<file path="config.mk">
export PLATFORM = sky130hd
export DESIGN_NAME = buddy_page_allocator_unit
export DESIGN_NICKNAME = d
export VERILOG_FILES = /design/src/rtl/core/bpa_pkg.sv /design/src/rtl/core/bpa_ram.sv /design/src/rtl/core/buddy_page_allocator_unit.sv
export VERILOG_INCLUDE_DIRS = /design/src /design/src/rtl/core
export SDC_FILE = /design/constraint.sdc
export NUM_CORES = 2
export LEC_CHECK = 0
export BUFFER_PORTS_ARGS = -buffer_cell sky130_fd_sc_hd__buf_2
export CORE_MARGIN = 1
export CORE_UTILIZATION = 50
export CTS_CLUSTER_DIAMETER = 150
export DETAILED_ROUTE_END_ITERATION = 10
export GPL_TIMING_DRIVEN = 0
export PLACE_DENSITY = 0.62
export SYNTH_ARGS = -nofsm -noshare
export SYNTH_HDL_FRONTEND = slang
export SYNTH_SLANG_ARGS = --single-unit
</file>
<file path="constraint.sdc">
create_clock -name clk_i -period 10.6 [get_ports clk_i]
set_input_delay 2.65 -clock clk_i [delete_from_list [all_inputs] [get_ports clk_i]]
set_output_delay 2.65 -clock clk_i [all_outputs]
set_load 0.01 [all_outputs]
</file>
<file path="src/rtl/core/buddy_page_allocator_unit_defines.svh">
// Assertion macros shared by the buddy allocator RTL.
`ifndef BUDDY_PAGE_ALLOCATOR_UNIT_DEFINES_SVH
`define BUDDY_PAGE_ALLOCATOR_UNIT_DEFINES_SVH
`ifndef SYNTHESIS
`define BPA_ASSERT_IMP(lbl, ante, cons) \
  lbl: assert property (@(posedge clk_i) disable iff (!rst_ni) (ante) |-> (cons)) \
    else $error("assertion failed");
`define BPA_ASSERT_ALWAYS(lbl, cond) \
  lbl: assert property (@(posedge clk_i) disable iff (!rst_ni) (cond)) \
    else $error("assertion failed");
`else
`define BPA_ASSERT_IMP(lbl, ante, cons)
`define BPA_ASSERT_ALWAYS(lbl, cond)
`endif
`endif

</file>
<file path="src/rtl/core/bpa_pkg.sv">
// Types, constants and helper functions of the buddy page allocator.
`timescale 1ns / 1ps
package bpa_pkg;

  localparam int PageCountDef = 1024;
  localparam int MaxOrderDef  = 5;
  localparam int WordW        = 32;
  localparam int WordBitW     = 5;
  localparam int InOrderW     = 3;
  localparam int InPageW      = 10;

  localparam logic ActAlloc = 1'b0;
  localparam logic ActFree  = 1'b1;
  localparam logic StsDone  = 1'b0;
  localparam logic StsNoMem = 1'b1;

  typedef struct packed {
    logic                action;
    logic [InOrderW-1:0] block_order;
    logic [InPageW-1:0]  page_number;
  } bpa_req_t;

  typedef struct packed {
    logic               status;
    logic [InPageW-1:0] granted_page;
  } bpa_rsp_t;

  typedef enum logic [10:0] {
    StInit = 11'b000_0000_0001,
    StIdle = 11'b000_0000_0010,
    StSRd  = 11'b000_0000_0100,
    StSChk = 11'b000_0000_1000,
    StPRd  = 11'b000_0001_0000,
    StPWr  = 11'b000_0010_0000,
    StFRd  = 11'b000_0100_0000,
    StFChk = 11'b000_1000_0000,
    StMRd  = 11'b001_0000_0000,
    StMWr  = 11'b010_0000_0000,
    StDone = 11'b100_0000_0000
  } bpa_state_e;

  // Words of the map held by one order.
  function automatic int order_words(int pc, int k);
    return ((pc >> k) + WordW - 1) >> WordBitW;
  endfunction

  // First map word of order k.
  function automatic int map_base(int pc, int k);
    int s;
    s = 0;
    for (int j = 0; j < k; j++) s += order_words(pc, j);
    return s;
  endfunction

  // Reset contents of word w of the top order.
  function automatic logic [WordW-1:0] top_word(int pc, int mo, int w);
    int rem;
    rem = (pc >> mo) - (w << WordBitW);
    if (rem >= WordW) return '1;
    if (rem <= 0) return '0;
    return (WordW'(1) << rem) - WordW'(1);
  endfunction

endpackage

</file>
<file path="src/rtl/core/bpa_ram.sv">
// Generic single-write, single-read RAM with registered read data.
`timescale 1ns / 1ps
module bpa_ram #(
  parameter int WIDTH = 32,
  parameter int DEPTH = 64
) (
  input  logic                     clk_i,
  input  logic                     we_i,
  input  logic [$clog2(DEPTH)-1:0] waddr_i,
  input  logic [WIDTH-1:0]         wdata_i,
  input  logic [$clog2(DEPTH)-1:0] raddr_i,
  output logic [WIDTH-1:0]         rdata_o
);
  logic [WIDTH-1:0] mem_q [DEPTH];
  logic [WIDTH-1:0] rdata_q;

  always_ff @(posedge clk_i) begin
    if (we_i) mem_q[waddr_i] <= wdata_i;
    rdata_q <= mem_q[raddr_i];
  end

  assign rdata_o = rdata_q;
endmodule

</file>
<file path="src/rtl/core/buddy_page_allocator_unit.sv">
// Top level of the buddy page allocator: map RAM, sequencer and result register.
//
//  channel | direction | signals                          | transfer when
//  --------+-----------+----------------------------------+----------------------
//  request | in        | in_valid_i, in_stall_o, in_req_i | in_valid_i & !in_stall_o
//  result  | out       | out_valid_o, out_stall_i, out_rsp_o | out_valid_o & !out_stall_i
//
// The free map sits in one RAM of 32-bit words, order by order; a map word is read first
// and written back only where it changes. Allocate: a read per word scanned (orders from
// the requested one upward), a write-back of the word that holds the free block, a read
// and a write-back per split level, then the result. Free: a read per buddy checked (one
// per order, stopping at the first busy buddy or the top order), a write-back of each
// free buddy taken, a read and a write-back for the final mark, then the result. After
// reset a clearing pass writes every map word once (one word a cycle) before the first
// request is taken. One request at a time; a finished result waits in the output register
// and the next request is taken meanwhile unless the previous result still blocks it.
`timescale 1ns / 1ps
`include "buddy_page_allocator_unit_defines.svh"
module buddy_page_allocator_unit
  import bpa_pkg::*;
#(
  parameter int PAGE_COUNT = PageCountDef,
  parameter int MAX_ORDER  = MaxOrderDef
) (
  input  logic     clk_i,
  input  logic     rst_ni,
  input  logic     in_valid_i,
  output logic     in_stall_o,
  input  bpa_req_t in_req_i,
  output logic     out_valid_o,
  input  logic     out_stall_i,
  output bpa_rsp_t out_rsp_o
);
  localparam int Total = map_base(PAGE_COUNT, MAX_ORDER + 1);
  localparam int AW    = (Total > 1) ? $clog2(Total) : 1;
  localparam int PW    = $clog2(PAGE_COUNT);
  localparam int OW    = $clog2(MAX_ORDER + 2);
  localparam int KIW   = $clog2(MAX_ORDER + 1);

  logic [AW-1:0] base_tab [MAX_ORDER+1];
  logic [AW-1:0] last_tab [MAX_ORDER+1];

  always_comb begin
    for (int j = 0; j <= MAX_ORDER; j++) begin
      base_tab[j] = AW'(map_base(PAGE_COUNT, j));
      last_tab[j] = AW'(order_words(PAGE_COUNT, j) - 1);
    end
  end

  bpa_state_e     state_q, state_d;
  logic [OW-1:0]  k_q, k_d, ord_q, ord_d;
  logic [AW-1:0]  widx_q, widx_d, init_q, init_d;
  logic [PW-1:0]  page_q, page_d;
  logic           sts_q, sts_d;
  logic           out_valid_q, out_valid_d;
  bpa_rsp_t       out_q, out_d;

  logic             ram_we;
  logic [AW-1:0]    ram_waddr, ram_raddr;
  logic [WordW-1:0] ram_wdata, ram_rdata;

  bpa_ram #(.WIDTH(WordW), .DEPTH(Total)) u_map (
    .clk_i   (clk_i),
    .we_i    (ram_we),
    .waddr_i (ram_waddr),
    .wdata_i (ram_wdata),
    .raddr_i (ram_raddr),
    .rdata_o (ram_rdata)
  );

  // Address generation: order table index clamped to the top order when k_q exceeds it.
  logic [KIW-1:0]   kidx;
  logic [PW-1:0]    blk, tblk;
  logic             flip;
  logic [AW-1:0]    scan_addr, blk_addr;
  logic [WordW-1:0] bmask, lowbit;
  logic [WordBitW-1:0] lowidx;
  logic [AW+WordBitW-1:0] hit_blk;
  logic [WordW-1:0] init_word;
  logic             in_acc;
  logic [31:0]      al_page, req_order;

  always_comb begin
    kidx      = (k_q > OW'(MAX_ORDER)) ? KIW'(MAX_ORDER) : KIW'(k_q);
    blk       = page_q >> k_q;
    flip      = (state_q == StPRd) || (state_q == StPWr) ||
                (state_q == StFRd) || (state_q == StFChk);
    tblk      = blk ^ PW'(flip);
    scan_addr = base_tab[kidx] + widx_q;
    blk_addr  = base_tab[kidx] + AW'(tblk >> WordBitW);
    bmask     = WordW'(1) << tblk[WordBitW-1:0];
    lowbit    = ram_rdata & (~ram_rdata + WordW'(1));
    lowidx    = '0;
    for (int b = 0; b < WordW; b++) begin
      if (lowbit[b]) lowidx = lowidx | WordBitW'(b);
    end
    hit_blk   = {widx_q, lowidx};
    if (init_q >= base_tab[MAX_ORDER]) begin
      init_word = top_word(PAGE_COUNT, MAX_ORDER, int'(init_q - base_tab[MAX_ORDER]));
    end else begin
      init_word = '0;
    end
    req_order = 32'(in_req_i.block_order);
    al_page   = 32'(in_req_i.page_number) & ~((32'd1 << req_order) - 32'd1);
  end

  assign in_stall_o = (state_q != StIdle);
  assign in_acc     = in_valid_i && !in_stall_o;

  always_comb begin
    state_d     = state_q;
    k_d         = k_q;
    ord_d       = ord_q;
    widx_d      = widx_q;
    init_d      = init_q;
    page_d      = page_q;
    sts_d       = sts_q;
    out_valid_d = out_valid_q && out_stall_i;
    out_d       = out_q;
    ram_we      = 1'b0;
    ram_waddr   = blk_addr;
    ram_wdata   = ram_rdata | bmask;
    ram_raddr   = (state_q == StSRd) ? scan_addr : blk_addr;
    case (state_q)
      StInit: begin
        // Sweep the map: top order gets its full blocks, the rest clears.
        ram_we    = 1'b1;
        ram_waddr = init_q;
        ram_wdata = init_word;
        init_d    = init_q + AW'(1);
        if (init_q == AW'(Total - 1)) state_d = StIdle;
      end
      StIdle: begin
        if (in_acc) begin
          sts_d  = StsDone;
          page_d = '0;
          k_d    = OW'(in_req_i.block_order);
          ord_d  = OW'(in_req_i.block_order);
          widx_d = '0;
          if (req_order > 32'(MAX_ORDER)) begin
            sts_d   = (in_req_i.action == ActAlloc) ? StsNoMem : StsDone;
            state_d = StDone;
          end else if (in_req_i.action == ActAlloc) begin
            state_d = StSRd;
          end else if ((al_page >> req_order) >= (32'(PAGE_COUNT) >> req_order)) begin
            state_d = StDone;
          end else begin
            page_d  = PW'(al_page);
            state_d = (req_order == 32'(MAX_ORDER)) ? StMRd : StFRd;
          end
        end
      end
      StSRd: state_d = StSChk;
      StSChk: begin
        if (|ram_rdata) begin
          // Take the lowest free block of this order.
          ram_we    = 1'b1;
          ram_waddr = scan_addr;
          ram_wdata = ram_rdata & ~lowbit;
          page_d    = PW'(32'(hit_blk) << k_q);
          if (k_q > ord_q) begin
            k_d     = k_q - OW'(1);
            state_d = StPRd;
          end else begin
            state_d = StDone;
          end
        end else if (widx_q == last_tab[kidx]) begin
          widx_d = '0;
          if (k_q == OW'(MAX_ORDER)) begin
            sts_d   = StsNoMem;
            page_d  = '0;
            state_d = StDone;
          end else begin
            k_d     = k_q + OW'(1);
            state_d = StSRd;
          end
        end else begin
          widx_d  = widx_q + AW'(1);
          state_d = StSRd;
        end
      end
      StPRd: state_d = StPWr;
      StPWr: begin
        // Upper half goes free at this order.
        ram_we = 1'b1;
        if (k_q > ord_q) begin
          k_d     = k_q - OW'(1);
          state_d = StPRd;
        end else begin
          state_d = StDone;
        end
      end
      StFRd: state_d = StFChk;
      StFChk: begin
        if ((ram_rdata & bmask) != '0) begin
          // Buddy free: drop it and climb one order.
          ram_we    = 1'b1;
          ram_wdata = ram_rdata & ~bmask;
          page_d    = page_q & ~(PW'(1) << k_q);
          k_d       = k_q + OW'(1);
          state_d   = (k_q + OW'(1) == OW'(MAX_ORDER)) ? StMRd : StFRd;
        end else begin
          state_d = StMRd;
        end
      end
      StMRd: state_d = StMWr;
      StMWr: begin
        ram_we  = 1'b1;
        page_d  = '0;
        state_d = StDone;
      end
      StDone: begin
        if (!out_valid_q || !out_stall_i) begin
          out_valid_d        = 1'b1;
          out_d.status       = sts_q;
          out_d.granted_page = InPageW'(page_q);
          state_d            = StIdle;
        end
      end
      default: state_d = StIdle;
    endcase
  end

  always_ff @(posedge clk_i or negedge rst_ni) begin
    if (!rst_ni) begin
      state_q     <= StInit;
      init_q      <= '0;
      out_valid_q <= 1'b0;
    end else begin
      state_q     <= state_d;
      init_q      <= init_d;
      out_valid_q <= out_valid_d;
    end
  end

  always_ff @(posedge clk_i) begin
    k_q    <= k_d;
    ord_q  <= ord_d;
    widx_q <= widx_d;
    page_q <= page_d;
    sts_q  <= sts_d;
    out_q  <= out_d;
  end

  assign out_valid_o = out_valid_q;
  assign out_rsp_o   = out_q;

  `BPA_ASSERT_ALWAYS(a_state_onehot, $onehot(state_q))
  `BPA_ASSERT_IMP(a_scan_order_range, state_q == StSChk, k_q <= OW'(MAX_ORDER))
  `BPA_ASSERT_IMP(a_split_above_req, state_q == StPWr, k_q >= ord_q)
  `BPA_ASSERT_IMP(a_take_when_idle, in_acc, state_q == StIdle)

endmodule
</file>
## Word level (Yosys, flattened, before mapping)

Memories as Yosys holds them, arrays and structs flattened. A register that Yosys moved wholly into a read port is not among the register bits.
Index checks and enable logic that the tools add are counted.
W data, S select, Z words.

- Register bits after elaboration: 52
- Bits in writable memories: 2016
- ROM bits: 96
- Input bits: 18
- Output and inout bits: 13
- Word-level logic and storage cells: 280
- Memories: 3

Memories:

| name | words | bits a word | read ports | clocked after memory_dff | wr ports | RTL line | source |
|---|---|---|---|---|---|---|---|
| u_map.mem_q | 63 | 32 | 1 | 1 | 1 | bpa_ram.sv:14 | `logic [WIDTH-1:0] mem_q [DEPTH];` |
| (name not given) | 8 | 6 | 1 | 0 | 0 | buddy_page_allocator_unit.sv:167 | `end else if (widx_q == last_tab[kidx]) begin` |
| (name not given) | 8 | 6 | 1 | 0 | 0 | buddy_page_allocator_unit.sv:90 | `blk_addr = base_tab[kidx] + AW'(tblk >> WordBitW);` |

- Add/sub/neg operators: 11
- $lt $le $gt $ge: 8
- Equal/unequal tests: 27
- Shift operators: 8
- Mux-type cells: 177
- Bitwise gates (word level): 14
- Reductions and logical operators: 22

Operators with widths:

| operator | count |
|---|---|
| $mux W32 | 15 |
| $mux W11 | 34 |
| $mux W10 | 25 |
| $and A32 B32 Y32 | 4 |
| $not A32 Y32 | 4 |
| $pmux W11 S11 | 1 |
| $pmux W32 S3 | 1 |
| $mux W6 | 14 |
| $mux W5 | 16 |
| $mux W3 | 22 |
| $pmux W10 S4 | 1 |
| $add A32 B1 Y32 const B | 1 |
| $and A10 B32 Y32 | 1 |
| $ge A32 B32 Y1 | 1 |
| $mux W4 | 8 |
| $or A32 B32 Y32 | 1 |
| $reduce_bool A32 Y1 | 1 |
| $reduce_or A32 Y1 | 1 |
| $shl A1 B3 Y32 const A | 1 |
| $shl A1 B32 Y32 const A | 1 |
| $shl A1 B5 Y32 const A | 1 |
| $shr A11 B3 Y32 const A | 1 |
| $shr A32 B3 Y32 | 1 |
| $sub A32 B1 Y32 const B | 1 |
| other kinds (55) | 110 |

## Logic depth before layout (Yosys ltp)

- Word-level depth: 38
- Gate-level depth with buffers: 23
- Gate-level depth less buffers: 18

## Modules after synthesis

A second synthesis with hierarchy kept.

- Cells, all modules: 4511
- Area, all modules: 85264.3 µm²

Modules (own cells, without submodules):

| module | times used | cells each | area each (µm²) | seq. area each (µm²) |
|---|---|---|---|---|
| bpa_ram | 1 | 3583 | 78197.5 | 61178.7 |
| buddy_page_allocator_unit | 1 | 928 | 7066.8 | 1472.7 |

## Worst setup path after synthesis

Ideal clock, no wire load.

- Path type: reg-to-reg
- Start: reg k_q[0]
- End: mem u_map.mem_q[0][16] (data pin)
- Setup time: 0.759 ns
- Arrival time: 5.433 ns
- Data required time: 9.841 ns
- Slack: 4.408 ns
- Stages on the path, launching flop included: 13
- Buffers on the path: 2
- Clock period less this slack: 6.192 ns
- Cells stage by stage: edfxtp_1 -> buf_2 -> buf_6 -> or2_1 -> o22a_1 -> nand2_1 -> mux2i_1 -> mux2i_1 -> a221oi_1 -> o211ai_1 -> nand4b_4 -> and3_1 -> a311oi_1

- Longest elaborated chain between the ends: 8
- Elaborated cells on any way between the ends: 13
- Those cells by class: shift (2); mux (5); bitwise (5); reduce/logical (1)

RTL lines:

| element | RTL line | source |
|---|---|---|
| start, declared | buddy_page_allocator_unit.sv:51 | `logic [OW-1:0] k_q, k_d, ord_q, ord_d;` |
| start signal, assigned | buddy_page_allocator_unit.sv:237 | `k_q <= k_d;` |
| $shr A10 B3 Y10 * | buddy_page_allocator_unit.sv:85 | `blk = page_q >> k_q;` |
| $xor A10 B1 Y10 * | buddy_page_allocator_unit.sv:88 | `tblk = blk ^ PW'(flip);` |
| $shl A1 B5 Y32 * | buddy_page_allocator_unit.sv:91 | `bmask = WordW'(1) << tblk[WordBitW-1:0];` |
| $and A32 B32 Y32 or $not A32 Y32 (tied branches) | buddy_page_allocator_unit.sv:195, buddy_page_allocator_unit.sv:198 |  |
| $reduce_bool A32 Y1 or $and A32 B32 Y32 (tied branches) | buddy_page_allocator_unit.sv:195, buddy_page_allocator_unit.sv:198 |  |
| $mux W32 | buddy_page_allocator_unit.sv:195 | `if ((ram_rdata & bmask) != '0) begin` |
| $mux W32 | buddy_page_allocator_unit.sv:124 | `case (state_q)` |
| $pmux W32 S3 * | buddy_page_allocator_unit.sv:124 |  |
| net ram_wdata[16] | buddy_page_allocator_unit.sv:60 | `logic [WordW-1:0] ram_wdata, ram_rdata;` |
| end, declared | bpa_ram.sv:14 |  |

The timed path passes the listed nets; every way through them passes the cells marked *. The select of a mux whose other input is x is not followed.

## Worst setup path in the final report

- Start: reg k_q[1]
- End: reg u_map.rdata_q[10] (netlist: u_map.rdata_o[10]) (read register of u_map.mem_q)

- Longest elaborated chain between the ends: 8
- Elaborated cells on any way between the ends: 11
- Those cells by class: add/sub (2); order compare (1); shift (1); mux (4); bitwise (2); memory (1)

RTL lines:

| element | RTL line | source |
|---|---|---|
| $gt A3 B3 Y1 | buddy_page_allocator_unit.sv:84 | `kidx = (k_q > OW'(MAX_ORDER)) ? KIW'(MAX_ORDER) : KIW'(k_q);` |
| $mux W3 | buddy_page_allocator_unit.sv:84 |  |
| $not A3 Y4 (not written as such) | buddy_page_allocator_unit.sv:89, buddy_page_allocator_unit.sv:90 |  |
| $mem_v2 Z8 W6 | - |  |
| $mux W6 (not written as such) (2 in a row) | buddy_page_allocator_unit.sv:90 |  |
| $add A6 B5 Y6 or $add A6 B6 Y6 (tied branches) | buddy_page_allocator_unit.sv:90, buddy_page_allocator_unit.sv:89 |  |
| $mux W6 * | buddy_page_allocator_unit.sv:123 | `ram_raddr = (state_q == StSRd) ? scan_addr : blk_addr;` |
| end, declared | bpa_ram.sv:15 | `logic [WIDTH-1:0] rdata_q;` |

Mark *: on every way between the ends. The rest lies on a longest branch, timed or not. The select of a mux whose other input is x is not followed.
A chain may end at the register's enable or synchronous reset.

==> results.md <==
- Worst-Skew Late Latency: 0.89 ns
- Via density: 6.50
- Most common cell in the netlist: edfxtp_1
- CTS sink count: 2100
- Post-Route Setup TNS: 0 ns
- Hold WS: 0.509 ns
- # Post-CTS Setup Buffers: 0
- Vias in the first global route: 52576
- Post-synth top area cell: edfxtp_1
- Top cell type's share of synthesized area: 0.722
- Final period util: 0.790
- Mapped Area: 85200 um2
- Failing checks: capacitance limit, slew limit
- Outcome: finished with violations
- Crit path launch type: flop
- Routed len/inst: 33.8 um
- Post-layout util: 0.589
- Post-synth cell types: 95
- Worst Hold Class: reg2reg
- Reg clk slew, reported paths: 0.06 ns
- DRT iter0 DRCs: 9043
- Final ANT Viol Nets: 0
- Worst Skew: 0.0457 ns
- RSZ-0062 raised after global routing: false
- WP data arrival: 9.06 ns
- Height of the die: 415 um
- Die area: 172000 um2
- Fillers: 12882
- DRC viols: 0
- Area Growth Syn to Fin: 17.1%
- # hold bufs at CTS: 0
- Worst-Margin Slew: 1.57 ns
- CP endpoint kind: flop
- Register area share after synthesis: 0.735
- Count of pins over their slew limit: 3
- Worst Path Class, Setup: reg2reg
- Rel. slew slack: -0.0554
- Post-synth EDFFs: 2050
- CTS root buf: clkbuf_16
- Starting Density: 0.503
- Synth Instances: 5757
- Die width: 415 um
- Pin count of the biggest net entering global routing: 64
- Core ar.: 169000 um2
- Gpl congestion: 0.995
- Commonest cells in the netlist: 2050 x edfxtp_1, 934 x nand2_1, 624 x mux2i_1
- Synth Register Bits: 2100
- Top_reg_cell synth: edfxtp_1
- Tmin final: 8.38 ns
- Mean post-synth cell area: 14.8 um2
- CP Max Fanout: 10
- Hold Fails Final Rpt: 0
- Via count: 56552
- Post-synth net total: 5806
- YS warnings: 0
- GRT Util Overall: 0.337
- PortBufs: 30
- CTS tree: yes
- First-pass GRT wire length: 406000 um
- R2R Setup Slk: 2.22 ns
- # rows: 151
- Post-CTS sizing: 0
- Layout cell share with drive strength beyond 1: 0.146
- FFs w/ async S/R, synth: 0.00857
- CTS Buf Count: 206
- TritonRoute pass-1 iters: 6
- Synth area leaders: edfxtp_1 72%, mux2i_1 7.3%, nand2_1 4.1%, o22ai_1 2.1%, nand3_1 1.3%
- Post-DP HPWL: 213000 um
- Num ports: 31
- Initial antenna violation count: 17
- Post-Route WL: 294000 um
- Longest Clk Path Bufs: 3
- Htree depth: 4
- Required @ worst endpoint: 11.28 ns
- Max frequency: 0.119 GHz
- Gr ovfl total: 0
- Finish-stage setup viols: 0
- Max Cap Violations: 4
- Nets: 6355
[path summary, 6_finish.rpt]
kind / from / endpoint / cells past startpoint
setup / recovery: k_q[1] / u_map.rdata_o[10] / 20
hold / removal: init_q[5] / init_q[5] / 1
setup reg to reg: k_q[1] / u_map.rdata_o[10] / 20
hold reg to reg: init_q[5] / init_q[5] / 1
max in group asynchronous: rst_ni / state_q[5] / 1
min in group asynchronous: rst_ni / state_q[2] / 1
[area by class of cell]
cell class,count,area [um2],share of cell area
Sequential cell,2100,62700,0.628
Multi-Input combinational cell,3272,21400,0.214
Clock buffer,262,5440,0.0545
Timing Repair Buffer,341,4110,0.0412
Tap cell,2218,2780,0.0278
Buffer,346,1690,0.0170
Clock inverter,124,1550,0.0155
Inverter,39,146,0.00147
Antenna cell,3,7.51,0.0000752
[through the flow]
stage          instance area (um2)  setup slack, ns  std cells
2_1_floorplan                85200             4.41       5757
3_3_place_gp                 88100            -1.35       8005
3_5_place_dp                 92800             2.36       8315
4_1_cts                      99800             2.36       8701
5_1_grt                      99800             2.02       8702
6_report                     99800             2.22       8705
[flip-flops by register name (all words and copies together), names as in the netlist, 3 cells and up]
register and cells:
init_q 6, k_q 3, ord_q 3, out_rsp_o 11, page_q 10, state_q 11, u_map.mem_q 2016, u_map.rdata_o 32
widx_q 6
[worst max-delay path: stages, from the launching register on]
cell and delay, ns:
edfxtp_1 0.47, buf_6 0.19, clkbuf_1 0.41, inv_1 0.27, ha_1 0.29, o21ai_0 0.35
nand2_1 0.16, inv_1 0.11, ha_1 0.17, inv_1 0.06, fa_1 0.45, xnor2_1 0.38
mux2i_2 0.46, nand2_1 0.75, buf_2 0.54, buf_2 0.36, o22ai_1 0.12, nor4_1 1.11
o22ai_1 0.62, a31oi_1 0.63, nand3_1 0.27
[cell families (layout without fill, tap and decap cells)]
logic type / after synthesis / count (layout) / synth area share
compound gates: 869 / 869 / 0.0696
buf+inv: 385 / 1112 / 0.0216
xor+xnor: 19 / 19 / 0.00195
flops: 2100 / 2100 / 0.735
fa+ha+maj: 31 / 31 / 0.00473
simple gates: 1717 / 1717 / 0.0914
other cells: 0 / 3 / 0
mux: 636 / 636 / 0.0756
[placed cells by master, fill, tap and decap left out, types with 36 or more instances in the layout]
master / count
nor3_1: 46
inv_1: 37
buf_6: 225
nor3_2: 67
and3_1: 93
buf_8: 40
a311oi_1: 48
nand3_1: 220
o22ai_1: 289
nor4_1: 66
clkinv_1: 40
nor2_1: 137
buf_2: 148
a31oi_1: 91
o21ai_0: 53
mux2i_1: 624
edfxtp_1: 2050
nand4_1: 36
clkbuf_1: 201
nand2_1: 929
a32oi_1: 108
a21oi_1: 97
buf_4: 53
clkbuf_16: 207
[layer usage]
layer,track usage,vias up,share of wire
li1,-,23510,-
met1,0.474,28647,0.39
met2,0.493,3784,0.43
met3,0.0958,603,0.13
met4,0.143,8,0.048
met5,0,-,0.00020
Power is not shown: default switching activity piles up to over one toggle a cycle in this logic, so the estimate is an artifact.
